<file path="src/hdl/i2cdbw_pkg.sv">
// Shared types, codes and helpers for the I2C display byte writer.
`default_nettype none

package i2cdbw_pkg;

  // Sequencer stages of one write transfer
  typedef enum logic [3:0] {
    ST_IDLE   = 4'd0,
    ST_START  = 4'd1,
    ST_ADDR   = 4'd2,
    ST_ADDR_A = 4'd3,
    ST_CTRL   = 4'd4,
    ST_CTRL_A = 4'd5,
    ST_PAY    = 4'd6,
    ST_PAY_A  = 4'd7,
    ST_STOP   = 4'd8
  } stage_e;

  // Register indexes on the configuration port
  typedef enum logic [1:0] {
    REG_DEV_ADDR = 2'd0,
    REG_CMD_CTRL = 2'd1,
    REG_DAT_CTRL = 2'd2
  } reg_idx_e;

  localparam int unsigned PADDR_W  = 4;
  localparam int unsigned PDATA_W  = 32;

  localparam logic [7:0] DEV_ADDR_RESET = 8'h78;
  localparam logic [7:0] CMD_CTRL_RESET = 8'h00;
  localparam logic [7:0] DAT_CTRL_RESET = 8'h40;

  // Last phase of a byte: setup phase plus 8 bits of 3 phases
  localparam logic [4:0] BYTE_LAST_PHASE = 5'd24;

  // Position inside a bit for each byte phase, (phase - 1) mod 3
  localparam logic [1:0] BIT_POS_LUT [32] = '{
    2'd0,
    2'd0, 2'd1, 2'd2, 2'd0, 2'd1, 2'd2, 2'd0, 2'd1, 2'd2, 2'd0, 2'd1, 2'd2,
    2'd0, 2'd1, 2'd2, 2'd0, 2'd1, 2'd2, 2'd0, 2'd1, 2'd2, 2'd0, 2'd1, 2'd2,
    2'd0, 2'd1, 2'd2, 2'd0, 2'd1, 2'd2, 2'd0
  };

  // Bit positions inside one bit slot
  localparam logic [1:0] BIT_SET_DATA = 2'd0;
  localparam logic [1:0] BIT_CLK_HIGH = 2'd1;

  typedef struct packed {
    logic       command;
    logic       is_data;
    logic [7:0] payload_byte;
    logic       sda_in;
  } in_t;

  typedef struct packed {
    logic scl_level;
    logic sda_level;
    logic sda_driven;
    logic busy_res;
    logic nack_seen;
    logic send_taken;
  } out_t;

  typedef struct packed {
    logic [7:0] dev_addr;
    logic [7:0] cmd_ctrl;
    logic [7:0] dat_ctrl;
  } cfg_t;

  // Line levels: clock, data, data driven
  typedef struct packed {
    logic scl;
    logic sda;
    logic drv;
  } lines_t;

  typedef struct packed {
    logic       busy;
    stage_e     stage;
    logic [4:0] phase;
    logic [7:0] shift;
    logic [7:0] pay;
    logic       is_data;
    logic       nack;
    logic [1:0] ins;
    lines_t     lines;
  } state_t;

  // Stop condition phases: clock low/data low, clock high, data high
  function automatic lines_t stop_lines(logic [1:0] n);
    lines_t l;
    case (n)
      2'd0:    l = '{scl: 1'b0, sda: 1'b0, drv: 1'b1};
      2'd1:    l = '{scl: 1'b1, sda: 1'b0, drv: 1'b1};
      default: l = '{scl: 1'b1, sda: 1'b1, drv: 1'b1};
    endcase
    return l;
  endfunction

endpackage

`default_nettype wire

</file>
<file path="src/hdl/i2cdbw_step.sv">
// Next-state and result logic for one item of the I2C byte writer sequencer.
`default_nettype none

module i2cdbw_step import i2cdbw_pkg::*; (
  input  state_t cur_i,
  input  in_t    item_i,
  input  cfg_t   cfg_i,
  output state_t nxt_o,
  output out_t   res_o
);

  logic   taken;
  state_t nxt;
  logic [1:0] bit_pos;

  assign bit_pos = BIT_POS_LUT[cur_i.phase];

  always_comb begin
    nxt   = cur_i;
    taken = 1'b0;
    if (item_i.command) begin
      // send request, taken only while idle
      if (!cur_i.busy) begin
        nxt.pay     = item_i.payload_byte;
        nxt.is_data = item_i.is_data;
        nxt.nack    = 1'b0;
        nxt.ins     = 2'd0;
        nxt.busy    = 1'b1;
        nxt.stage   = ST_START;
        nxt.phase   = 5'd0;
        taken       = 1'b1;
      end
    end else if (cur_i.busy) begin
      case (cur_i.stage)
        ST_START: begin
          if (cur_i.phase == 5'd0) begin
            nxt.lines = '{scl: 1'b1, sda: 1'b1, drv: 1'b1};
            nxt.phase = 5'd1;
          end else if (cur_i.phase == 5'd1) begin
            nxt.lines = '{scl: 1'b1, sda: 1'b0, drv: 1'b1};
            nxt.phase = 5'd2;
          end else begin
            nxt.lines = '{scl: 1'b0, sda: 1'b0, drv: 1'b1};
            nxt.stage = ST_ADDR;
            nxt.phase = 5'd0;
            nxt.shift = cfg_i.dev_addr;
          end
        end
        ST_ADDR, ST_CTRL, ST_PAY: begin
          // byte: setup phase, then 3 phases per bit, MSB first
          if (cur_i.phase == 5'd0) begin
            nxt.lines = '{scl: 1'b0, sda: 1'b0, drv: 1'b1};
          end else if (bit_pos == BIT_SET_DATA) begin
            nxt.lines = '{scl: 1'b0, sda: cur_i.shift[7], drv: 1'b1};
          end else if (bit_pos == BIT_CLK_HIGH) begin
            nxt.lines.scl = 1'b1;
            nxt.lines.drv = 1'b1;
          end else begin
            nxt.lines.scl = 1'b0;
            nxt.lines.drv = 1'b1;
            nxt.shift     = {cur_i.shift[6:0], 1'b0};
          end
          if (cur_i.phase >= BYTE_LAST_PHASE) begin
            nxt.phase = 5'd0;
            case (cur_i.stage)
              ST_ADDR: nxt.stage = ST_ADDR_A;
              ST_CTRL: nxt.stage = ST_CTRL_A;
              default: nxt.stage = ST_PAY_A;
            endcase
          end else begin
            nxt.phase = cur_i.phase + 5'd1;
          end
        end
        ST_ADDR_A, ST_CTRL_A, ST_PAY_A: begin
          if (cur_i.ins != 2'd0) begin
            // stop inserted after a NACK
            nxt.lines = stop_lines(cur_i.ins - 2'd1);
            nxt.ins   = (cur_i.ins == 2'd3) ? 2'd0 : cur_i.ins + 2'd1;
          end else if (cur_i.phase == 5'd0) begin
            // release data, clock high, sample acknowledge
            nxt.lines = '{scl: 1'b1, sda: 1'b1, drv: 1'b0};
            if (item_i.sda_in) begin
              nxt.nack = 1'b1;
              nxt.ins  = 2'd1;
            end
            nxt.phase = 5'd1;
          end else begin
            nxt.lines.scl = 1'b0;
            nxt.phase     = 5'd0;
            case (cur_i.stage)
              ST_ADDR_A: begin
                nxt.stage = ST_CTRL;
                nxt.shift = cur_i.is_data ? cfg_i.dat_ctrl : cfg_i.cmd_ctrl;
              end
              ST_CTRL_A: begin
                nxt.stage = ST_PAY;
                nxt.shift = cur_i.pay;
              end
              default: nxt.stage = ST_STOP;
            endcase
          end
        end
        ST_STOP: begin
          nxt.lines = stop_lines(cur_i.phase[1:0]);
          if (cur_i.phase >= 5'd2) begin
            nxt.stage = ST_IDLE;
            nxt.phase = 5'd0;
            nxt.busy  = 1'b0;
          end else begin
            nxt.phase = cur_i.phase + 5'd1;
          end
        end
        default: begin
          nxt.stage = ST_IDLE;
          nxt.phase = 5'd0;
          nxt.ins   = 2'd0;
          nxt.busy  = 1'b0;
        end
      endcase
    end
  end

  assign nxt_o = nxt;

  assign res_o = '{
    scl_level:  nxt.lines.scl,
    sda_level:  nxt.lines.sda,
    sda_driven: nxt.lines.drv,
    busy_res:   nxt.busy,
    nack_seen:  nxt.nack,
    send_taken: taken
  };

endmodule

`default_nettype wire

</file>
<file path="src/hdl/i2c_display_byte_writer.sv">
// A result is registered at the edge that accepts its item, valid from the next cycle.
// One item per clock while in_ready_o is high; next state is one pass of the step unit.
// The input is taken while the result register is empty or being drained.
// Reset: asynchronous, active low; idle, lines high and driven, registers
// at 0x78 / 0x00 / 0x40, no result pending.
`default_nettype none

module i2c_display_byte_writer import i2cdbw_pkg::*; (
  input  logic               clk_i,
  input  logic               rst_ni,
  // item channel
  input  logic               in_valid_i,
  output logic               in_ready_o,
  input  in_t                in_data_i,
  // result channel
  output logic               out_valid_o,
  input  logic               out_ready_i,
  output out_t               out_data_o,
  // configuration port
  input  logic               psel,
  input  logic               penable,
  input  logic               pwrite,
  input  logic [PADDR_W-1:0] paddr,
  input  logic [PDATA_W-1:0] pwdata,
  output logic [PDATA_W-1:0] prdata,
  output logic               pready
);

  localparam state_t STATE_RESET = '{
    busy:    1'b0,
    stage:   ST_IDLE,
    phase:   5'd0,
    shift:   8'd0,
    pay:     8'd0,
    is_data: 1'b0,
    nack:    1'b0,
    ins:     2'd0,
    lines:   '{scl: 1'b1, sda: 1'b1, drv: 1'b1}
  };

  cfg_t     cfg_q;
  state_t   state_q, state_d;
  out_t     out_q, res_d;
  logic     out_valid_q;
  logic     in_fire;
  logic     cfg_wr;
  reg_idx_e reg_idx;

  // configuration registers
  assign pready  = 1'b1;
  assign cfg_wr  = psel && penable && pwrite;
  assign reg_idx = reg_idx_e'(paddr[3:2]);

  always_ff @(posedge clk_i or negedge rst_ni) begin
    if (!rst_ni) begin
      cfg_q <= '{dev_addr: DEV_ADDR_RESET, cmd_ctrl: CMD_CTRL_RESET,
                 dat_ctrl: DAT_CTRL_RESET};
    end else if (cfg_wr) begin
      case (reg_idx)
        REG_DEV_ADDR: cfg_q.dev_addr <= pwdata[7:0];
        REG_CMD_CTRL: cfg_q.cmd_ctrl <= pwdata[7:0];
        REG_DAT_CTRL: cfg_q.dat_ctrl <= pwdata[7:0];
        default: ;
      endcase
    end
  end

  always_comb begin
    prdata = '0;
    case (reg_idx)
      REG_DEV_ADDR: prdata[7:0] = cfg_q.dev_addr;
      REG_CMD_CTRL: prdata[7:0] = cfg_q.cmd_ctrl;
      REG_DAT_CTRL: prdata[7:0] = cfg_q.dat_ctrl;
      default:      prdata      = '0;
    endcase
  end

  // sequencer step
  i2cdbw_step u_step (
    .cur_i  (state_q),
    .item_i (in_data_i),
    .cfg_i  (cfg_q),
    .nxt_o  (state_d),
    .res_o  (res_d)
  );

  // transfer control: result register frees as it drains
  assign in_ready_o = !out_valid_q || out_ready_i;
  assign in_fire    = in_valid_i && in_ready_o;

  always_ff @(posedge clk_i or negedge rst_ni) begin
    if (!rst_ni) begin
      state_q     <= STATE_RESET;
      out_valid_q <= 1'b0;
    end else if (in_fire) begin
      state_q     <= state_d;
      out_valid_q <= 1'b1;
    end else if (out_ready_i) begin
      out_valid_q <= 1'b0;
    end
  end

  // result payload
  always_ff @(posedge clk_i) begin
    if (in_fire) begin
      out_q <= res_d;
    end
  end

  assign out_valid_o = out_valid_q;
  assign out_data_o  = out_q;

  // busy and stage agree
  a_busy_stage: assert property (@(posedge clk_i) disable iff (!rst_ni)
    state_q.busy == (state_q.stage != ST_IDLE))
    else $error("busy flag and stage disagree");

  // an accepted send starts the start condition
  a_send_start: assert property (@(posedge clk_i) disable iff (!rst_ni)
    (in_fire && in_data_i.command && !state_q.busy) |=>
      (state_q.stage == ST_START && state_q.phase == 5'd0))
    else $error("send did not start a transfer");

  // inserted stop only inside an acknowledge slot
  a_ins_ack: assert property (@(posedge clk_i) disable iff (!rst_ni)
    (state_q.ins != 2'd0) |->
      (state_q.stage == ST_ADDR_A || state_q.stage == ST_CTRL_A ||
       state_q.stage == ST_PAY_A))
    else $error("inserted stop outside acknowledge slot");

  // byte phase counter stays in range
  a_phase_range: assert property (@(posedge clk_i) disable iff (!rst_ni)
    state_q.phase <= BYTE_LAST_PHASE)
    else $error("phase counter out of range");

  // state moves only on an accepted item
  a_state_hold: assert property (@(posedge clk_i) disable iff (!rst_ni)
    !in_fire |=> $stable(state_q))
    else $error("state changed without a transfer");

endmodule

`default_nettype wire

</file>
<file path="config.mk">
export PLATFORM = sky130hd
export DESIGN_NAME = i2c_display_byte_writer
export DESIGN_NICKNAME = d
export VERILOG_FILES = /design/src/hdl/i2cdbw_pkg.sv /design/src/hdl/i2cdbw_step.sv /design/src/hdl/i2c_display_byte_writer.sv
export SDC_FILE = /design/constraint.sdc
export NUM_CORES = 1
export LEC_CHECK = 0
export BUFFER_PORTS_ARGS = -buffer_cell sky130_fd_sc_hd__buf_2
export CAP_MARGIN = 20
export CORE_AREA = 2 2 136 138
export DETAILED_ROUTE_END_ITERATION = 12
export DIE_AREA = 0 0 138 140
export GPL_TIMING_DRIVEN = 0
export PLACE_DENSITY = 0.47
export SYNTH_ARGS = -nofsm -noshare
export SYNTH_HDL_FRONTEND = slang
export SYNTH_HIERARCHICAL = 1
export SYNTH_SLANG_ARGS = --single-unit
</file>
<file path="constraint.sdc">
create_clock -name clk_i -period 2.2 [get_ports clk_i]
set_input_delay 0.44 -clock clk_i [delete_from_list [all_inputs] [get_ports clk_i]]
set_output_delay 0.44 -clock clk_i [all_outputs]
set_load 0.02 [all_outputs]
</file>
==> tab_implementation.tex, run 1 <==
\begin{tabular}{lr}
\hline
Metric & Value \\
\hline
\multicolumn{2}{l}{\textbf{Floorplan}} \\
Die Span Y & 140 um \\
Number of core rows & 49 \\
Full die area & 19,300 um\^{}2 \\
Initial cell density of the core & 24.7\% \\
Die width & 138 um \\
Area inside the core boundary & 17,800 um\^{}2 \\
I/O pin count & 95 \\
\multicolumn{2}{l}{\textbf{Route}} \\
Routed Wire Length & 12,100 um \\
Vias & 3,652 \\
Number of iterations in the first detailed-routing pass & 4 \\
Remaining routing DRC violations & 0 \\
Number of vias per cell & 4.76 \\
DRC violation total after the first TritonRoute iteration & 233 \\
Routed length per placed instance & 15.8 um \\
Antenna viol nets, final & 0 \\
\multicolumn{2}{l}{\textbf{Finish}} \\
Share of final-layout standard cells stronger than drive strength 1 & 48.6\% \\
Area of all placed cells without fillers & 5770 um\^{}2 \\
Antenna diode count & 0 \\
Most frequent standard cell in the layout excluding fill and tap cells & sky130\_fd\_sc\_hd\_\_mux2\_2 \\
Syn-to-layout area delta & 31.3\% \\
Nets & 598 \\
Commonest cells after routing, fill and taps aside & sky130\_fd\_sc\_hd\_\_mux2\_2, sky130\_fd\_sc\_hd\_\_buf\_4, sky130\_fd\_sc\_hd\_\_nand2\_1, sky130\_fd\_sc\_hd\_\_buf\_2, sky130\_fd\_sc\_hd\_\_dfrtp\_1 \\
\multicolumn{2}{l}{\textbf{Clock network}} \\
CTS H-tree lvls & 3 \\
Clock buffers created by TritonCTS & 9 \\
Clock tree from TritonCTS & yes \\
Clock buffer depth & 2 \\
Clock transition at path regs & 0.06 ns \\
Latest clock arrival within the worst-skew pair & 0.34 ns \\
Number of buffers added to fix hold violations after cts & 0 \\
\# clock sinks & 64 \\
Root Driver & sky130\_fd\_sc\_hd\_\_clkbuf\_16 \\
\multicolumn{2}{l}{\textbf{Logic synthesis}} \\
Cell area after synthesis & 4390 um\^{}2 \\
Gate Count Post-Synth & 439 \\
Yosys reg bits & 64 \\
Number of warnings printed during yosys synthesis & 6 \\
Post-Syn Area per Cell & 10.0 um\^{}2 \\
XOR/XNOR Fraction of Synth Area & 0.399\% \\
Number of enable flip-flop cells after synthesis & 6 \\
Compound-cell area share of the yosys netlist & 15.3\% \\
Library cells used by synthesis & 61 \\
Leading post-synthesis cells by cell area & sky130\_fd\_sc\_hd\_\_dfrtp\_1, sky130\_fd\_sc\_hd\_\_mux2\_2, sky130\_fd\_sc\_hd\_\_buf\_4, sky130\_fd\_sc\_hd\_\_dfstp\_2, sky130\_fd\_sc\_hd\_\_nand2\_1 \\
Cell taking the most area after synthesis & sky130\_fd\_sc\_hd\_\_dfrtp\_1 \\
Post-synth ARST share & 90.6\% \\
Adder-Cell Fraction of Synth Area & 2.85\% \\
Prevailing post-synth register cell & sky130\_fd\_sc\_hd\_\_dfrtp\_1 \\
Share of synthesized area occupied by flip-flops and latches & 37.4\% \\
Area share of and/or/nand/nor cells after synthesis & 14.4\% \\
Main combinational cell family by area after synthesis & multiplexers \\
Share of Yosys cell area claimed by the top area cell type & 28.5\% \\
Share of synthesized area spent on multiplexers & 19.6\% \\
\multicolumn{2}{l}{\textbf{Power and ir drop}} \\
Worst VDD drop & 0.388 mV \\
Power density of the placed cells & 1020 nW/um\^{}2 \\
Design Power & 5860 uW \\
Static leakage & 0.00257 uW \\
\multicolumn{2}{l}{\textbf{Critical path}} \\
Kind of capture point of the worst setup path & flop \\
Setup Crit Path Kind & flop to flop \\
Beginning of the critical path & state\_q[24] \\
CP startpoint kind & flop \\
Required time of the worst setup path & 2.30 ns \\
Data arrival, critical path & 2.33 ns \\
Worst Path Max Fanout & 5 \\
End of the worst register-to-register path & out\_data\_o[4] \\
Cell depth of the worst flop-to-flop path & 8 \\
Worst setup path end & out\_data\_o[4] \\
Flop2flop setup slack & -0.03 ns \\
Worst flop-to-flop path startpoint & state\_q[24] \\
\multicolumn{2}{l}{\textbf{Global route}} \\
Pin count of the biggest net entering global routing & 33 \\
Busiest grt layer & met2 \\
GR met1 Demand/Resource & 16.3\% \\
Met2 Resource Use GR & 19.8\% \\
Vias in the first global route & 3,609 \\
Global Route Usage Sum & 12.4\% \\
GRT overflow & 0 \\
Global-route wire length before repair & 19,300 um \\
Met3 track demand over resource & 2.43\% \\
Initial antenna violation count & 0 \\
\multicolumn{2}{l}{\textbf{Placement}} \\
Count of buffers from port buffering & 43 \\
Final estimated routing congestion in global placement & 0.853 \\
HPWL after detailed placement & 8480 um \\
Placed cell areas & 5010 um\^{}2 \\
\multicolumn{2}{l}{\textbf{Timing}} \\
Max Clk Rate & 448 MHz \\
Part of the cycle the worst path needs & 101\% \\
Final number of max-transition violations & 0 \\
Rel. slew slack & 45.4\% \\
Number of endpoints failing setup at the final stage & 5 \\
RSZ-0062 raised after global routing & true \\
Period minus WS final & 2.23 ns \\
Slew at the pin closest to its max-slew limit & 0.814 ns \\
Final hold violation count & 0 \\
Layout Skew & 0.00645 ns \\
PnR worst setup slack & -0.0322 ns \\
\multicolumn{2}{l}{\textbf{Status}} \\
Violations in the final reports & negative setup slack \\
Status & complete, but fails checks \\
\multicolumn{2}{l}{\textbf{Worst hold path}} \\
Hold crit path type & primary input to async pin \\
\multicolumn{2}{l}{\textbf{Run}} \\
Max-cap check violation count & 0 \\
\hline
\end{tabular}
==> metrics by stage <==
step	utilization, %	cells	setup WS, ns	setup TNS [ns]	hold WS, ns
finish	32.4	768	-0.0322	-0.0790	0.131
CTS	31.0	760	-0.0875	-0.632	0.146
global route	32.4	768	-0.114	-1.30	0.188
global placement	28.1	734	-0.405	-6.03	0.482
floorplan	-	462	-0.0341	-0.0341	0.144
detailed placement	28.2	735	-0.375	-5.89	0.494
==> kinds of logic (layout without fill, tap and decap cells) <==
logic type | Yosys count | after routing
simple gates | 117 | 118
mux | 75 | 75
xor+xnor | 2 | 2
other cells | 2 | 25
buf+inv | 72 | 148
fa+ha+maj | 10 | 10
compound gates | 97 | 97
flops | 64 | 64
==> metal layers <==
layer  part of all wire, %  vias to the layer above
li1                      -                     1738
met2                    47                       96
met4                   2.0                        0
met5                     0                        -
met3                   4.3                       15
met1                    47                     1803
==> Yosys cell counts, types with 4 or more instances <==
master                      number
sky130_fd_sc_hd__nand3_1         4
sky130_fd_sc_hd__inv_1          13
sky130_fd_sc_hd__nand2b_1        9
sky130_fd_sc_hd__or3_1           6
sky130_fd_sc_hd__nor3_1          7
sky130_fd_sc_hd__mux2_2         57
sky130_fd_sc_hd__mux2i_1        10
sky130_fd_sc_hd__o2bb2ai_1      14
sky130_fd_sc_hd__dfstp_2         8
sky130_fd_sc_hd__o21ai_0        22
sky130_fd_sc_hd__edfxtp_1        6
sky130_fd_sc_hd__nor2b_1         4
sky130_fd_sc_hd__a21oi_1        10
sky130_fd_sc_hd__o22ai_1         4
sky130_fd_sc_hd__clkbuf_1        9
sky130_fd_sc_hd__dfrtp_1        50
sky130_fd_sc_hd__nand2_1        49
sky130_fd_sc_hd__a22oi_1         8
sky130_fd_sc_hd__a31oi_1        12
sky130_fd_sc_hd__nor2_1         14
sky130_fd_sc_hd__ha_1           10
sky130_fd_sc_hd__buf_4          35
sky130_fd_sc_hd__buf_2          10
sky130_fd_sc_hd__mux2_4          8
==> worst min-delay path by stage <==
stage	start	cells past startpoint	endpoint
after floorplan	rst_ni	0	cfg_q[0]
after global placement	state_q[26]	1	state_q[26]
after detailed placement	state_q[26]	1	state_q[26]
after CTS	rst_ni	1	cfg_q[14]
after global routing	rst_ni	1	cfg_q[3]
final	rst_ni	1	cfg_q[3]
==> power breakdown <==
group	internal (uW)	total [uW]	switching, uW
Combinational	1260	2590	1330
Sequential	1560	1840	283
Clock	866	1430	560
==> what timing repair did <==
item / CTS / global route
pin swaps: 5 / 12
buffers inserted: 10 / 7
gates cloned: 0 / 1
resized for setup: 27 / 56
setup endpoints to repair: 32 / 33
==> flip-flops by register name, indices dropped and copies added (netlist names) <==
signal       cells
out_valid_o      1
out_data_o       6
state_q         33
cfg_q           24
==> worst max-delay path, cell delays in order (launching register included) <==
cell and delay, ns:
sky130_fd_sc_hd__dfrtp_2 0.42, sky130_fd_sc_hd__inv_4 0.08, sky130_fd_sc_hd__ha_4 0.18, sky130_fd_sc_hd__and4b_1 0.21, sky130_fd_sc_hd__a31oi_2 0.19, sky130_fd_sc_hd__nand3_2 0.13, sky130_fd_sc_hd__or3_1 0.36, sky130_fd_sc_hd__a32o_2 0.30
sky130_fd_sc_hd__buf_4 0.13
==> layout make-up <==
class                      count  area, um^2
clock buffer                  11         264
multi-input combinational    327        2660
tap                          229         287
inverter                      13        53.8
buffer                        58         423
fill                        1841       12000
clock inverter                 5        36.3
timing repair buffer          61         388
sequential                    64        1650
Note: power is estimated with default switching activity, not from simulation.
==> run 2: changes to the inputs <==
--- a/config.mk
+++ b/config.mk
@@ -7,9 +7,9 @@
 export LEC_CHECK = 0
 export BUFFER_PORTS_ARGS = -buffer_cell sky130_fd_sc_hd__buf_2
 export CAP_MARGIN = 20
-export CORE_AREA = 2 2 136 138
+export CORE_AREA = 2 2 104 181
 export DETAILED_ROUTE_END_ITERATION = 12
-export DIE_AREA = 0 0 138 140
+export DIE_AREA = 0 0 106 183
 export GPL_TIMING_DRIVEN = 0
 export PLACE_DENSITY = 0.47
 export SYNTH_ARGS = -nofsm -noshare
==> tab_implementation.tex, run 2 (synthesis results as in run 1) <==
\begin{tabular}{lr}
\hline
Metric & Value \\
\hline
\multicolumn{2}{l}{\textbf{Status}} \\
Status & complete, but fails checks \\
Violations in the final reports & negative setup slack \\
\multicolumn{2}{l}{\textbf{Floorplan}} \\
Full die area & 19,400 um\^{}2 \\
Die width & 106 um \\
Area inside the core boundary & 18,000 um\^{}2 \\
Number of core rows & 65 \\
Die Span Y & 183 um \\
I/O pin count & 95 \\
Initial cell density of the core & 24.4\% \\
\multicolumn{2}{l}{\textbf{Clock network}} \\
Latest clock arrival within the worst-skew pair & 0.33 ns \\
Clock tree from TritonCTS & yes \\
Clock buffer depth & 2 \\
CTS H-tree lvls & 3 \\
Root Driver & sky130\_fd\_sc\_hd\_\_clkbuf\_16 \\
Clock buffers created by TritonCTS & 9 \\
Clock transition at path regs & 0.05 ns \\
\# clock sinks & 64 \\
Number of buffers added to fix hold violations after cts & 0 \\
\multicolumn{2}{l}{\textbf{Timing}} \\
Part of the cycle the worst path needs & 103\% \\
Period minus WS final & 2.27 ns \\
Final hold violation count & 0 \\
Slew at the pin closest to its max-slew limit & 0.818 ns \\
Rel. slew slack & 45.2\% \\
Number of endpoints failing setup at the final stage & 7 \\
RSZ-0062 raised after global routing & true \\
Layout Skew & 0.00412 ns \\
Final number of max-transition violations & 0 \\
PnR worst setup slack & -0.0696 ns \\
Max Clk Rate & 441 MHz \\
\multicolumn{2}{l}{\textbf{Critical path}} \\
Required time of the worst setup path & 2.42 ns \\
Cells traversed along the worst timing path & inv\_4, ha\_4, nor4b\_4, buf\_4, a211o\_1, a211oi\_2, o21ai\_4, a22o\_1, mux2\_2 \\
Data arrival, critical path & 2.48 ns \\
CP startpoint kind & flop \\
Worst flop-to-flop path startpoint & state\_q[23] \\
Stage delay of the slowest cell on the critical path & 0.45 ns \\
Buffers and inverters on the worst path & 2 \\
Setup Crit Path Kind & flop to flop \\
Top Family by Delay on Critical Path & compound AO/OA/AOI/OAI gates \\
Worst Path Max Fanout & 8 \\
Beginning of the critical path & state\_q[23] \\
Kind of capture point of the worst setup path & flop \\
CP max stage cell & sky130\_fd\_sc\_hd\_\_dfrtp\_2 \\
\multicolumn{2}{l}{\textbf{Route}} \\
Number of vias per cell & 4.75 \\
Vias & 3,726 \\
Number of iterations in the first detailed-routing pass & 4 \\
Remaining routing DRC violations & 0 \\
Routed length per placed instance & 16.7 um \\
Antenna viol nets, final & 0 \\
Routed Wire Length & 13,100 um \\
DRC violation total after the first TritonRoute iteration & 164 \\
\multicolumn{2}{l}{\textbf{Placement}} \\
Count of buffers from port buffering & 43 \\
Placed cell areas & 5020 um\^{}2 \\
Worst setup timing slack at the placement stage & -0.492 ns \\
Final estimated routing congestion in global placement & 0.827 \\
HPWL after detailed placement & 9710 um \\
Dpl cells & 740 \\
\multicolumn{2}{l}{\textbf{Power and ir drop}} \\
Worst VDD drop & 0.374 mV \\
Static leakage & 0.00260 uW \\
Power density of the placed cells & 998 nW/um\^{}2 \\
\multicolumn{2}{l}{\textbf{Finish}} \\
Share of final-layout standard cells stronger than drive strength 1 & 49.1\% \\
Antenna diode count & 0 \\
Register with the most flip-flops & state\_q \\
Count of non-filler cells in the finished layout & 784 \\
Commonest cells after routing, fill and taps aside & sky130\_fd\_sc\_hd\_\_buf\_4, sky130\_fd\_sc\_hd\_\_mux2\_2, sky130\_fd\_sc\_hd\_\_nand2\_1, sky130\_fd\_sc\_hd\_\_buf\_2, sky130\_fd\_sc\_hd\_\_dfrtp\_1 \\
Nets & 609 \\
Layout filler cell count & 1,838 \\
Final core utilization & 32.6\% \\
Number of flip-flops in the largest register & 33 \\
Most frequent standard cell in the layout excluding fill and tap cells & sky130\_fd\_sc\_hd\_\_buf\_4 \\
Syn-to-layout area delta & 33.5\% \\
Area of all placed cells without fillers & 5860 um\^{}2 \\
\multicolumn{2}{l}{\textbf{Worst hold path}} \\
Hold crit path type & primary input to async pin \\
\multicolumn{2}{l}{\textbf{Global route}} \\
Vias in the first global route & 3,909 \\
Pin count of the biggest net entering global routing & 39 \\
Initial antenna violation count & 0 \\
GRT overflow & 0 \\
Global-route wire length before repair & 20,800 um \\
Global Route Usage Sum & 13.7\% \\
\multicolumn{2}{l}{\textbf{Run}} \\
Max-cap check violation count & 0 \\
\hline
\end{tabular}
## run 2: cell type report
type	count	area [um^2]	area share [%]
Multi-Input combinational cell	326	2710	46.3
Sequential cell	64	1650	28.2
Timing Repair Buffer	74	468	7.98
Buffer	57	414	7.06
Tap cell	234	293	4.99
Clock buffer	12	246	4.20
Inverter	13	53.8	0.918
Clock inverter	4	22.5	0.384
## run 2: what timing repair did
action                                  in CTS  in global routing
endpoints found under the setup margin      32                 22
setup buffers                               24                  6
pin swaps                                    8                  8
resized for setup                           58                 26
## run 2: power by group
part | switching (uW) | internal [uW]
Sequential | 293 | 1560
Combinational | 1390 | 1300
Clock | 524 | 787
Total | 2200 | 3650
## run 2: path summary, 6_finish.rpt
check,end,slack (ns),cells after the start
worst min register to register,state_q[6],0.51,1
min in group clk_i,out_valid_o,0.31,2
worst max register to register,state_q[15],-0.07,9
max in group asynchronous,state_q[1],1.46,2
worst max-delay path,state_q[15],-0.07,9
worst min-delay path,cfg_q[13],0.08,1
## run 2: worst reg2reg max path, stage by stage (launching register included)
cell and delay [ns]:
sky130_fd_sc_hd__dfrtp_2 0.45, sky130_fd_sc_hd__inv_4 0.08, sky130_fd_sc_hd__ha_4 0.18, sky130_fd_sc_hd__nor4b_4 0.15, sky130_fd_sc_hd__buf_4 0.16, sky130_fd_sc_hd__a211o_1 0.24, sky130_fd_sc_hd__a211oi_2 0.26, sky130_fd_sc_hd__o21ai_4 0.16
sky130_fd_sc_hd__a22o_1 0.23, sky130_fd_sc_hd__mux2_2 0.25
## run 2: layer usage
layer	vias to the layer above	part of all wire (%)	global-route usage, %
li1	1751	-	-
met1	1811	33	12.5
met2	131	59	28.5
met3	33	4.4	2.27
met4	0	3.4	6.16
met5	-	0	0
## run 2: per-stage QoR
| stage | hold WS [ns] | total power, uW | setup TNS, ns |
|---|---|---|---|
| 2_1_floorplan | 0.144 | 3330 | -0.0341 |
| 3_3_place_gp | 0.487 | 3930 | -7.77 |
| 3_5_place_dp | 0.446 | 3980 | -8.11 |
| 4_1_cts | 0.0982 | 5720 | -0.132 |
| 5_1_grt | 0.119 | 6180 | -1.25 |
| 6_report | 0.0757 | 5850 | -0.271 |
==> run 3: changes to the inputs <==
--- a/config.mk
+++ b/config.mk
@@ -7,12 +7,11 @@
 export LEC_CHECK = 0
 export BUFFER_PORTS_ARGS = -buffer_cell sky130_fd_sc_hd__buf_2
 export CAP_MARGIN = 20
-export CORE_AREA = 2 2 104 181
+export CORE_AREA = 2 2 99 173
 export DETAILED_ROUTE_END_ITERATION = 12
-export DIE_AREA = 0 0 106 183
+export DIE_AREA = 0 0 101 175
 export GPL_TIMING_DRIVEN = 0
 export PLACE_DENSITY = 0.47
 export SYNTH_ARGS = -nofsm -noshare
 export SYNTH_HDL_FRONTEND = slang
-export SYNTH_HIERARCHICAL = 1
 export SYNTH_SLANG_ARGS = --single-unit
==> tab_implementation.tex, run 3 <==
\begin{tabular}{lr}
\hline
Metric & Value \\
\hline
\multicolumn{2}{l}{\textbf{Finish}} \\
Most frequent standard cell in the layout excluding fill and tap cells & sky130\_fd\_sc\_hd\_\_dfrtp\_1 \\
Final core utilization & 32.0\% \\
Number of flip-flops in the largest register & 33 \\
Combined flip-flop and latch cell area & 1640 um\^{}2 \\
Total area of multi-input combinational cells & 2310 um\^{}2 \\
Antenna diode count & 0 \\
Syn-to-layout area delta & 30.7\% \\
Share of final-layout standard cells stronger than drive strength 1 & 38.2\% \\
Layout filler cell count & 1,723 \\
Nets & 562 \\
Register with the most flip-flops & state\_q \\
Commonest cells after routing, fill and taps aside & sky130\_fd\_sc\_hd\_\_dfrtp\_1, sky130\_fd\_sc\_hd\_\_buf\_2, sky130\_fd\_sc\_hd\_\_nand2\_1, sky130\_fd\_sc\_hd\_\_buf\_4, sky130\_fd\_sc\_hd\_\_mux2\_2 \\
\multicolumn{2}{l}{\textbf{Critical path}} \\
CP max stage cell & sky130\_fd\_sc\_hd\_\_dfrtp\_2 \\
Data arrival, critical path & 2.37 ns \\
End of the worst register-to-register path & state\_q[17] \\
Kind of capture point of the worst setup path & flop \\
Worst Path Max Fanout & 8 \\
Required time of the worst setup path & 2.41 ns \\
Cells traversed along the worst timing path & inv\_4, ha\_4, nand2b\_4, a32oi\_4, a21oi\_2, nor4\_4, buf\_12, mux2\_4 \\
Top Family by Delay on Critical Path & simple AND/OR/NAND/NOR gates \\
Cell depth of the worst flop-to-flop path & 8 \\
CP startpoint kind & flop \\
Stage delay of the slowest cell on the critical path & 0.43 ns \\
Worst flop-to-flop path startpoint & state\_q[24] \\
Buffers and inverters on the worst path & 2 \\
Flop2flop setup slack & 0.04 ns \\
Setup Crit Path Kind & flop to flop \\
\multicolumn{2}{l}{\textbf{Logic synthesis}} \\
Cell taking the most area after synthesis & sky130\_fd\_sc\_hd\_\_dfrtp\_1 \\
Post-synth ARST share & 90.6\% \\
Share of synthesized area occupied by flip-flops and latches & 41.1\% \\
Cell area after synthesis & 3990 um\^{}2 \\
Number of enable flip-flop cells after synthesis & 6 \\
Number of warnings printed during yosys synthesis & 0 \\
Prevailing post-synth register cell & sky130\_fd\_sc\_hd\_\_dfrtp\_1 \\
Gate Count Post-Synth & 408 \\
Most frequent cells after synthesis & sky130\_fd\_sc\_hd\_\_dfrtp\_1, sky130\_fd\_sc\_hd\_\_nand2\_1, sky130\_fd\_sc\_hd\_\_mux2\_2, sky130\_fd\_sc\_hd\_\_buf\_4, sky130\_fd\_sc\_hd\_\_o21ai\_0 \\
Most common cell in the netlist & sky130\_fd\_sc\_hd\_\_dfrtp\_1 \\
Post-Syn Area per Cell & 9.78 um\^{}2 \\
Yosys reg bits & 64 \\
Leading post-synthesis cells by cell area & sky130\_fd\_sc\_hd\_\_dfrtp\_1, sky130\_fd\_sc\_hd\_\_mux2\_2, sky130\_fd\_sc\_hd\_\_dfstp\_2, sky130\_fd\_sc\_hd\_\_mux2i\_1, sky130\_fd\_sc\_hd\_\_buf\_4 \\
Library cells used by synthesis & 54 \\
Share of Yosys cell area claimed by the top area cell type & 31.3\% \\
\multicolumn{2}{l}{\textbf{Route}} \\
DRC violation total after the first TritonRoute iteration & 114 \\
Remaining routing DRC violations & 0 \\
Routed length per placed instance & 16.4 um \\
Routed Wire Length & 11,400 um \\
Number of vias per cell & 4.81 \\
Antenna viol nets, final & 0 \\
Vias & 3,345 \\
Number of iterations in the first detailed-routing pass & 4 \\
\multicolumn{2}{l}{\textbf{Timing}} \\
Part of the cycle the worst path needs & 98.3\% \\
Period minus WS final & 2.16 ns \\
Fin Hold WS & 0.0797 ns \\
Max Clk Rate & 463 MHz \\
Final hold violation count & 0 \\
RSZ-0062 raised after global routing & true \\
Slew at the pin closest to its max-slew limit & 0.786 ns \\
Final number of max-transition violations & 0 \\
Layout Skew & 0.00826 ns \\
PnR worst setup slack & 0.0383 ns \\
Setup Total Neg Slack & 0 ns \\
Number of endpoints failing setup at the final stage & 0 \\
Rel. slew slack & 47.4\% \\
\multicolumn{2}{l}{\textbf{Global route}} \\
GRT overflow & 0 \\
Vias in the first global route & 3,420 \\
Global-route wire length before repair & 18,100 um \\
Initial antenna violation count & 0 \\
Pin count of the biggest net entering global routing & 39 \\
Global Route Usage Sum & 13.3\% \\
\multicolumn{2}{l}{\textbf{Clock network}} \\
\# clock sinks & 64 \\
Latest clock arrival within the worst-skew pair & 0.33 ns \\
Clock transition at path regs & 0.05 ns \\
Clock buffers created by TritonCTS & 9 \\
Number of buffers added to fix hold violations after cts & 0 \\
CTS H-tree lvls & 3 \\
Clock buffer depth & 2 \\
Clock tree from TritonCTS & yes \\
Root Driver & sky130\_fd\_sc\_hd\_\_clkbuf\_16 \\
\multicolumn{2}{l}{\textbf{Power and ir drop}} \\
Worst VDD drop & 0.503 mV \\
Power density of the placed cells & 1210 nW/um\^{}2 \\
Proportion of total power due to net switching & 37.8\% \\
Logic gate share of total power & 44.5\% \\
Sequential share of power & 30.1\% \\
Share of power burned in the clock network & 25.4\% \\
Cell-internal power & 3930 uW \\
Static leakage & 0.00228 uW \\
Total net switching power & 2390 uW \\
\multicolumn{2}{l}{\textbf{Worst hold path}} \\
Hold crit path type & primary input to async pin \\
\multicolumn{2}{l}{\textbf{Run}} \\
Max-cap check violation count & 0 \\
\multicolumn{2}{l}{\textbf{Placement}} \\
Count of buffers from port buffering & 43 \\
Final estimated routing congestion in global placement & 0.921 \\
Worst setup timing slack at the placement stage & -0.598 ns \\
HPWL after detailed placement & 8740 um \\
\multicolumn{2}{l}{\textbf{Floorplan}} \\
Die width & 101 um \\
Number of core rows & 62 \\
Initial cell density of the core & 24.5\% \\
Area inside the core boundary & 16,300 um\^{}2 \\
Die Span Y & 175 um \\
I/O pin count & 95 \\
Full die area & 17,700 um\^{}2 \\
\multicolumn{2}{l}{\textbf{Status}} \\
Status & completed \\
\hline
\end{tabular}
## run 3: cell types whose count changed in the layout (fill, tap and decap cells not counted), sizes merged, moves of 4 or more
cell     delta
mux2i      +10
mux2       -23
nand3       +4
nand4       +4
o22ai       -4
o211ai     +10
a22oi       -6
o2bb2ai    -11
clkbuf      +6
inv         -4
buf        -34
nor3b       +6
nand2       -5
## run 3: worst max path at each step
stage,from,endpoint,slack (ns),cells past startpoint
global placement,state_q[31],state_q[18],-0.57,7
finish,state_q[24],state_q[17],0.04,8
global route,state_q[24],state_q[15],-0.05,9
floorplan,state_q[24],state_q[15],-0.11,6
CTS,state_q[23],state_q[17],-0.02,7
detailed placement,state_q[31],state_q[19],-0.60,7
## run 3: worst register-to-register path, stage by stage (launching register included)
cell	delay [ns]
sky130_fd_sc_hd__dfrtp_2	0.43
sky130_fd_sc_hd__inv_4	0.07
sky130_fd_sc_hd__ha_4	0.20
sky130_fd_sc_hd__nand2b_4	0.16
sky130_fd_sc_hd__a32oi_4	0.27
sky130_fd_sc_hd__a21oi_2	0.10
sky130_fd_sc_hd__nor4_4	0.32
sky130_fd_sc_hd__buf_12	0.19
sky130_fd_sc_hd__mux2_4	0.31
## run 3: stage by stage
stage	instance area [um^2]	cells	power, uW
CTS	5130	692	6320
finish	5220	695	6320
floorplan	4190	431	3760
global placement	4640	666	4490
global route	5220	695	6730
detailed placement	4670	668	4550
## run 3: logic make-up after synthesis
kind of cell               after synthesis  share of synthesized area [%]
xor gates and xnor gates                 2                          0.439
adders and majority gates               10                           3.13
DFF                                     64                           41.1
other                                    2                          0.188
and+or+nand+nor                        123                           16.1
AOI/OAI and AO/OA                       88                           14.3
buffers and inverters                   57                           7.90
muxes                                   62                           16.9
## run 3: cell type report
cell class                 count  share of cell area (%)
buffer                        46                    5.49
clock buffer                  12                    5.13
tap                          192                    4.61
inverter                      10                   0.888
multi-input combinational    310                    44.4
timing repair buffer          57                    6.57
clock inverter                 4                    1.42
sequential                    64                    31.5
## run 3: metal layers
metal | GRT usage [%] | wire (um) | up-vias
met5 | 0 | 0 | -
met4 | 7.38 | 279 | 0
met3 | 1.72 | 373 | 17
met2 | 26.7 | 6880 | 94
met1 | 12.4 | 3880 | 1626
li1 | - | - | 1608
## run 3: repair_timing
| item | 4_1_cts | 5_1_grt |
|---|---|---|
| gates resized for setup | 14 | 23 |
| endpoints found under the hold margin | 0 | 0 |
| pin swaps | 3 | 6 |
| setup buffers | 9 | 3 |
| endpoints found under the setup margin | 29 | 21 |
## run 3: power by group through the flow
stage | sequential (uW) | clock [uW] | combinational [uW]
after CTS | 1900 | 1650 | 2770
after floorplan | 1860 | 0 | 1910
after global placement | 1900 | 0 | 2590
after detailed placement | 1920 | 0 | 2630
after global routing | 1950 | 1700 | 3080
final | 1900 | 1610 | 2810
